==> src/rtl/agla_pkg.sv <==
`timescale 1ns / 1ps
// ----------------------------------------------------------------------------
// agla_pkg
// Shared constants, types and register codes of the affine gap alignment cells.
// ----------------------------------------------------------------------------
package agla_pkg;

  localparam int MAX_COLS   = 1024;
  localparam int SCORE_BITS = 24;
  localparam int FRAC_BITS  = 4;

  localparam int COL_IDX_W  = $clog2(MAX_COLS);
  localparam int PAIR_W     = 8;
  localparam int PEN_W      = 12;
  localparam int COL_W      = 11;
  localparam int ROW_W      = 16;
  localparam int BEST_W     = SCORE_BITS - FRAC_BITS;

  localparam int CFG_IDX_W  = 2;
  localparam int CFG_DATA_W = 16;

  // configuration register indexes
  localparam logic [CFG_IDX_W-1:0] CFG_OPEN_PEN  = CFG_IDX_W'(0);
  localparam logic [CFG_IDX_W-1:0] CFG_EXT_PEN   = CFG_IDX_W'(1);
  localparam logic [CFG_IDX_W-1:0] CFG_UPPER_LEN = CFG_IDX_W'(2);
  localparam logic [CFG_IDX_W-1:0] CFG_LOWER_LEN = CFG_IDX_W'(3);

  typedef logic [SCORE_BITS-1:0] score_t;

  typedef struct packed {
    score_t m;
    score_t ix;
    score_t iy;
  } cell_vals_t;

  // line store access control
  typedef struct packed {
    logic                 rd_en;
    logic [COL_IDX_W-1:0] rd_addr;
    logic                 wr_en;
    logic [COL_IDX_W-1:0] wr_addr;
  } line_ctl_t;

endpackage

==> src/rtl/agla_cell_calc.sv <==
`timescale 1ns / 1ps
// ----------------------------------------------------------------------------
// agla_cell_calc
// One cell of the affine gap recurrences: M from the diagonal, Ix from the
// left, Iy from above, floored at zero and saturated at the top.
// ----------------------------------------------------------------------------
module agla_cell_calc (
  input  logic signed [agla_pkg::PAIR_W-1:0] pair_score,
  input  logic                               first_col,
  input  logic [agla_pkg::PEN_W-1:0]         open_pen,
  input  logic [agla_pkg::PEN_W-1:0]         ext_pen,
  input  agla_pkg::cell_vals_t               above,
  input  agla_pkg::cell_vals_t               left,
  input  agla_pkg::cell_vals_t               diag,
  output agla_pkg::cell_vals_t               result
);
  import agla_pkg::*;

  localparam int SW = SCORE_BITS + 2;
  localparam logic signed [SW-1:0] VAL_MAX = SW'((64'd1 << SCORE_BITS) - 64'd1);

  function automatic score_t max2(input score_t a, input score_t b);
    return (a > b) ? a : b;
  endfunction

  function automatic score_t clamp(input logic signed [SW-1:0] v);
    score_t r;
    if (v < 0) begin
      r = '0;
    end else if (v > VAL_MAX) begin
      r = VAL_MAX[SCORE_BITS-1:0];
    end else begin
      r = v[SCORE_BITS-1:0];
    end
    return r;
  endfunction

  cell_vals_t               l_eff;
  cell_vals_t               d_eff;
  score_t                   d_max;
  score_t                   l_open_src;
  score_t                   a_open_src;
  logic signed [SW-1:0]     score_fx;
  logic signed [SW-1:0]     oe;
  logic signed [SW-1:0]     ext;
  logic signed [SW-1:0]     m_sum;
  logic signed [SW-1:0]     ix_a;
  logic signed [SW-1:0]     ix_b;
  logic signed [SW-1:0]     iy_a;
  logic signed [SW-1:0]     iy_b;

  always_comb begin
    l_eff      = first_col ? '0 : left;
    d_eff      = first_col ? '0 : diag;
    score_fx   = SW'(pair_score) <<< FRAC_BITS;
    ext        = SW'(ext_pen);
    oe         = SW'(open_pen) + SW'(ext_pen);

    d_max      = max2(max2(d_eff.m, d_eff.ix), d_eff.iy);
    m_sum      = SW'(d_max) + score_fx;

    // both open paths share the same penalty
    l_open_src = max2(l_eff.m, l_eff.iy);
    ix_a       = SW'(l_open_src) - oe;
    ix_b       = SW'(l_eff.ix) - ext;

    a_open_src = max2(above.m, above.ix);
    iy_a       = SW'(a_open_src) - oe;
    iy_b       = SW'(above.iy) - ext;

    result.m   = clamp(m_sum);
    result.ix  = clamp((ix_a > ix_b) ? ix_a : ix_b);
    result.iy  = clamp((iy_a > iy_b) ? iy_a : iy_b);
  end

endmodule

==> config.mk <==
export PLATFORM = sky130hd
export DESIGN_NAME = agla_cell_calc
export DESIGN_NICKNAME = d
export VERILOG_FILES = /design/src/rtl/agla_pkg.sv /design/src/rtl/agla_cell_calc.sv
export SDC_FILE = /design/constraint.sdc
export NUM_CORES = 1
export LEC_CHECK = 0
export BUFFER_PORTS_ARGS = -buffer_cell sky130_fd_sc_hd__buf_2
export CAP_MARGIN = 30
export CORE_ASPECT_RATIO = 1.5
export CORE_UTILIZATION = 45
export DETAILED_ROUTE_END_ITERATION = 10
export PLACE_DENSITY = 0.71
export SKIP_LAST_GASP = 1
export SLEW_MARGIN = 5
export SYNTH_ARGS = -nofsm -noshare
export SYNTH_HDL_FRONTEND = slang
export SYNTH_SLANG_ARGS = --single-unit
==> constraint.sdc <==
create_clock -name vclk -period 10.62
set_clock_uncertainty 0.05 [all_clocks]
set_input_delay 0.531 -clock vclk [all_inputs]
set_output_delay 0.531 -clock vclk [all_outputs]
set_load 0.01 [all_outputs]
### Word level (Yosys, flattened, before mapping)

Index checks and enable logic that the tools add are counted.

* input port bits: 249
* output and inout port bits: 72
* bits in registers: 0
* word-level logic and storage cells: 32

* add/subtract/negate cells: 6
* order comparisons: 12
* mux-type cells: 14

Operators with widths (number)
* 24-bit 2-to-1 mux: 10
* 72-bit 2-to-1 mux: 2
* 24-bit greater-than comparator: 4
* 26-bit by 25-bit greater-than comparator with 1-bit output (second input constant): 3
* 26-bit by 1-bit < comparator with 1-bit output (second input constant): 3
* 26-bit 2-to-1 mux: 2
* 25-bit greater-than comparator: 2
* 24-bit by 12-bit subtractor with 25-bit output: 2
* 24-bit by 13-bit subtractor with 25-bit output: 2
* 25-bit by 12-bit adder with 26-bit output: 1
* 12-bit by 12-bit adder with 13-bit output: 1

### Depth between registers and ports, before layout

Gate-level depths: netlist of run 1.

* depth after elaboration: 9
* gate-level depth with buffers: 40

### Least setup slack after synthesis of run 1

No wires, ideal clock.

* kind: input to output
* from: in first_col
* to: out result[44] (netlist bit)
* path slack: 1466 ps
* data arrival time: 8573 ps
* stages on the path: 38
* cells stage by stage: inv_2 -> clkbuf_1 -> clkbuf_1 -> clkbuf_1 -> buf_1 -> nand2_1 -> ha_1 -> nor2b_1 -> o211ai_1 -> a21oi_1 -> o31a_1 -> o21ai_2 -> buf_2 -> buf_2 -> buf_2 -> nor2_1 -> a21oi_1 -> ha_1 -> [... 2 more ...] -> a211oi_1 -> o21ai_1 -> a31oi_2 -> o211ai_1 -> a31oi_4 -> nand3_2 -> o31a_1 -> a311o_1 -> ha_1 -> nand4_1 -> nor4_1 -> o221ai_1 -> and3_1 -> a211oi_4 -> o21bai_1 -> buf_2 -> nor2_1 -> a31o_2

RTL lines
* start: declaration: line agla_cell_calc.sv:9 `input logic first_col,`
* end: declaration: line agla_cell_calc.sv:15 `output agla_pkg::cell_vals_t result`

==> flow_summary.yaml, run 1 <==
outcome:
  outcome: "finished, final reports clean"
final_layout:
  clkbuf_count: 0
  design.seq.count: 0
  nets: 2371
  drive_gt1_share_pct: 20.99
  area_growth_pct: 17.80
  final_core_utilization_pct: 54.49
  regArea_um2: 0
setup_path:
  startpoint_type: "input pin"
  cp_slowest_cell: "a21oi_2"
  critPathMaxStageDelay_ps: 750
  critPathBufInv: 5
  crit_cells: 33
  worstPathMaxFanout: 59
  critPathKind: "in -> out"
  crit_required_ps: 10040
  cpMostUsedCell: "o21ai_0"
  worst_setup_path_end_kind: "primary output"
  arrival_ps: 9100
  crit_family: "compound AO/OA/AOI/OAI gates"
floorplanning:
  dieArea_um2: 25140
  initial_core_util_pct: 46.26
  placeableCoreArea_um2: 23830
  io_pins: 321
  die_w_um: 129.8
  fp-row-count: 69
  die_y_um: 193.7
synthesis:
  yosys-top-cells-area: "ha_1 26%, nand2_1 7.0%, xnor2_1 5.9%"
  avgSynthCellArea_um2: 6.907
  ys.warnings.count: 0
  synth_top_area_share_pct: 26.33
  netlist_area_um2: 11020
  yosysTopAreaCell: "ha_1"
  synth_cell_types: 94
  syn_inst: 1596
  synth_nets: 2083
  ys_seq_area_share_pct: 0
grt:
  grt_pass1_wl_mm: 57.49
  use_met1_pct: 29.89
  grt_max_degree: 66
  busiest_layer: "met2"
  grt_overflow: 0
  grtUsageMet3_pct: 3.891
  antenna_found_initial: 9
  use_met2_pct: 54.45
  grt_pass1_vias: 12100
  track_usage_pct: 28.55
timing:
  period_share_pct: 91.20
  rsz0062_at_grt: "no"
  fmax_mhz: 103.2
  finalCriticalPeriod_ps: 9686
  worst_slew_pin_slew_ps: 998.1
  slew_violations: 0
  setup_tns_ps: 0
  relSlewSlack_pct: 32.55
  setup_viol: 0
  hold_violations: 0
pwr:
  vdd_drop_max_uv: 66.68
  power_density_nw_per_um2: 118.2
  p_leak_nw: 6.817
placement:
  place.gp.congestion: 0.9758
  hpwl_mm: 32.83
  numPortBuffers: 321
clock_network:
  cts_setup_buffers: 0
  cts_hold_buf: 0
  cts_resized: 0
job:
  drv_cap: 0
drt:
  drt_iter0_drc: 567
  wire_per_inst_um: 16.90
  drt_wl_total_mm: 37.28
  ant_nets: 0
  route.vias.total: 12710
  drt-vias-per-instance: 5.762
  first_pass_iters: 5
  drc: 0
min_path:
  hp-class: "in -> out"
  hold_path_depth: 4
==> cell usage after synthesis, types with 5 or more instances <==
master,count
nor3_1,36
nand2_1,207
o21ai_0,93
nor4_1,16
fa_1,6
o21a_1,22
a31oi_1,20
o2bb2ai_1,9
a21o_1,52
o21bai_1,17
a21oi_1,119
o21ai_1,5
nor2b_1,59
and3_1,14
o211ai_1,9
mux2i_1,50
xnor2_1,74
clkbuf_1,29
a31o_2,7
nor2_1,103
nand3_1,42
inv_1,114
buf_2,13
or2_2,6
a211oi_1,19
xor2_1,36
buf_1,7
or3_1,10
ha_1,232
o22ai_1,7
a311oi_1,5
nand4_1,21
mux2_2,6
nand2b_1,16
nor2_2,8
and2_1,12
o31a_1,6
==> cells by family after synthesis <==
| kind of cell | Yosys count | synth area share, % |
|---|---|---|
| simple gates | 581 | 25.91 |
| buf+inv | 166 | 5.902 |
| mux | 57 | 5.357 |
| xor+xnor | 110 | 8.740 |
| fa+ha+maj | 238 | 27.42 |
| compound gates | 444 | 26.66 |
==> power breakdown <==
part           internal [mW]  leakage, nW  switching, mW
clock network   0.0000000630    0.0000317              0
logic                  0.637         6.82          0.897
registers                  0            0              0
==> layout make-up <==
type               count  area (um2)
inverters            116       435.4
repair buffers       336        1737
multi-input cells   1430       10400
fillers             2430       10840
diodes                 5       12.51
well taps            319       399.1
==> path summary, 6_finish.rpt <==
path | startpoint | to | slack [ps]
setup / recovery | first_col | result[53] | 930
hold / removal | above[22] | result[22] | 1440
==> through the flow <==
stage / worst slack, ps / hold slack, ps / power (mW) / std cells / area, um2
detailed placement: 623.8 / 1437 / 1.514 / 2198 / 12940
global placement: 694.4 / 1439 / 1.487 / 2196 / 12920
floorplan: 1466 / 1225 / 1.057 / 1596 / 11020
CTS: 583.8 / 1441 / 1.522 / 2198 / 12940
finish: 934.2 / 1437 / 1.535 / 2206 / 12990
global route: 68.55 / 1489 / 1.693 / 2203 / 12980
==> metal layers <==
metal	vias to the layer above	share of wire [%]
li1	6368	-
met1	5775	37
met2	446	51
met3	111	6.0
met4	10	5.4
met5	-	0.17
==> placed cells by master (no fill, tap or decap), types with 5 or more instances in the layout <==
cell type	Yosys	routed
o21bai_1	17	17
o31a_1	6	6
mux2_2	6	6
nand2b_1	16	16
a21oi_1	119	119
nand4_1	21	21
a311oi_1	5	5
a31oi_1	20	19
o21a_1	22	22
o22ai_1	7	7
a21o_1	52	52
nor4_1	16	16
nand3_1	42	42
mux2i_1	50	50
and3_1	14	14
nor3_1	36	36
o2bb2ai_1	9	9
ha_1	232	232
or2_2	6	6
nor2b_1	59	59
nand2_1	207	207
buf_2	13	321
a211oi_1	19	19
xnor2_1	74	74
buf_4	0	12
diode_2	0	5
or3_1	10	10
and2_1	12	12
fa_1	6	6
o211ai_1	9	9
o21ai_1	5	5
o21ai_0	93	92
nor2_1	103	102
inv_1	114	114
a31o_2	7	7
xor2_1	36	36
nor2_2	8	9
No activity file was read; power rests on OpenSTA's default activity.
==> run 2: changes to the inputs <==
ABC_AREA = 1   (was not set)
==> flow_summary.yaml, run 2 <==
outcome:
  outcome: "finished, final reports clean"
pwr:
  pwr-share-clk_pct: 0
  vdd_drop_max_uv: 76.05
  p_switching_mw: 0.9981
  power_density_nw_per_um2: 120.9
  p_seq_share_pct: 0
  total_power_mw: 1.594
  switching_share_pct: 62.64
  combPwrFrac_pct: 100.0
  internal-power_mw: 0.5954
  p_leak_nw: 7.726
timing:
  worst_hold_slack_ps: 1516
  fmax_mhz: 108.0
  period_share_pct: 87.16
  finalCriticalPeriod_ps: 9256
  setup_viol: 0
  rsz0062_at_grt: "no"
  hold_violations: 0
  setup_tns_ps: 0
  relSlewSlack_pct: 36.07
  worst_slew_pin_slew_ps: 953.0
  slew_violations: 0
floorplanning:
  die_y_um: 196.5
  fp-row-count: 70
  dieArea_um2: 25880
  initial_core_util_pct: 46.13
  io_pins: 321
  die_w_um: 131.7
  placeableCoreArea_um2: 24610
synthesis:
  yosysTopAreaCell: "ha_1"
  synth_cell_types: 49
  synth_top_area_share_pct: 25.57
  synth_nets: 2515
  yosys-top-cells-area: "ha_1 26%, nand2_1 19%, inv_1 8.2%"
  avgSynthCellArea_um2: 5.598
  ys_seq_area_share_pct: 0
  netlist_area_um2: 11350
  synth_most_common_cell: "nand2_1"
  ys.warnings.count: 0
  syn_inst: 2028
  yosys-top-cells-count: "570 x nand2_1, 249 x inv_1, 232 x ha_1, 230 x nor2_1, 186 x a21oi_1"
grt:
  grt_pass1_vias: 13270
  grt_max_degree: 54
  grt_overflow: 0
  antenna_found_initial: 10
  grt_pass1_wl_mm: 61.72
  track_usage_pct: 28.95
placement:
  hpwl_mm: 34.27
  place.gp.congestion: 1.008
  place_inst: 2628
  numPortBuffers: 321
setup_path:
  arrival_ps: 8680
  cpMostUsedCell: "nand2_1"
  critPathKind: "in -> out"
  crit_required_ps: 10040
  worstPathMaxFanout: 53
  critPathMaxStageDelay_ps: 740
  cp_slowest_cell: "nand2_2"
  worst_setup_path_end_kind: "primary output"
  startpoint_type: "input pin"
clock_network:
  cts_resized: 0
  cts_setup_buffers: 0
  cts_hold_buf: 0
final_layout:
  mostFrequentLayoutCells: "570 x nand2_1, 321 x buf_2, 248 x inv_1"
  nets: 2793
  regArea_um2: 0
  clkbuf_count: 0
  final_common_cell: "nand2_1"
  fillers: 2658
  drive_gt1_share_pct: 15.76
  final_cells: 2634
  final_core_utilization_pct: 53.56
  area_growth_pct: 16.11
  design.seq.count: 0
drt:
  drt-vias-per-instance: 5.320
  drt_iter0_drc: 606
  drt_wl_total_mm: 39.00
  first_pass_iters: 5
  route.vias.total: 14010
  drc: 0
  ant_nets: 0
  wire_per_inst_um: 14.80
job:
  drv_cap: 0
min_path:
  hp-class: "in -> out"
run 2: changes by cell type in the layout (fill, tap and decap cells not counted), sizes merged, moves of 36 or more:
cell / previous run / this run
o21ai: 100 / 144
nand3: 43 / 113
mux2i: 51 / 0
inv: 116 / 250
nand2: 208 / 575
nor2b: 60 / 1
a21oi: 122 / 186
a21o: 52 / 16
nor2: 111 / 246
run 2: area by class of cell:
cell class	instances	area [um2]	share of cell area (%)
Tap cell	324	405.4	3.075
Inverter	251	942.2	7.147
Timing Repair Buffer	327	1672	12.68
Multi-Input combinational cell	1726	10150	76.98
Antenna cell	6	15.01	0.1139
run 2: path summary, 6_finish.rpt:
check | endpoint | cells past startpoint | from | slack (ps)
max | result[41] | 38 | first_col | 1360
min | result[49] | 6 | diag[1] | 1520
run 2: metrics by stage:
stage	instance area (um2)	setup slack (ps)
final	13180	1364
after global routing	13170	503.0
after CTS	13170	1447
after detailed placement	13170	1482
after global placement	13140	1607
after floorplan	11350	3387
run 2: power groups by stage:
stage	Clock [mW]	Combinational [mW]	Sequential, mW
after floorplan	0	1.11	0
after global placement	0	1.55	0
after detailed placement	0	1.58	0
after CTS	0	1.59	0
after global routing	0.0000000126	1.80	0
final	0.0000000756	1.59	0
run 2: routing by layer:
layer / vias up / GRT usage, % / part of all wire, %
li1: 7251 / - / -
met1: 6225 / 31.78 / 39
met2: 431 / 55.52 / 50
met3: 98 / 3.061 / 5.3
met4: 8 / 12.62 / 4.8
met5: - / 0 / 0.12
run 2: cells by family (layout without fill, tap and decap cells):
| group | after synthesis | count (layout) | share of synthesized area, % |
|---|---|---|---|
| AOI/OAI and AO/OA | 379 | 379 | 17.78 |
| and+or+nand+nor | 1013 | 1013 | 37.58 |
| xor gates and xnor gates | 96 | 96 | 7.406 |
| adders and majority gates | 238 | 238 | 26.63 |
| buffers and inverters | 302 | 578 | 10.61 |
| other | 0 | 6 | 0 |
run 2: critical path, delay by kind of cell:
| family | cells | cell delay (ps) |
|---|---|---|
| compound gates | 4 | 1180 |
| fa+ha+maj | 4 | 1200 |
| simple gates | 24 | 3940 |
| buf+inv | 6 | 1760 |
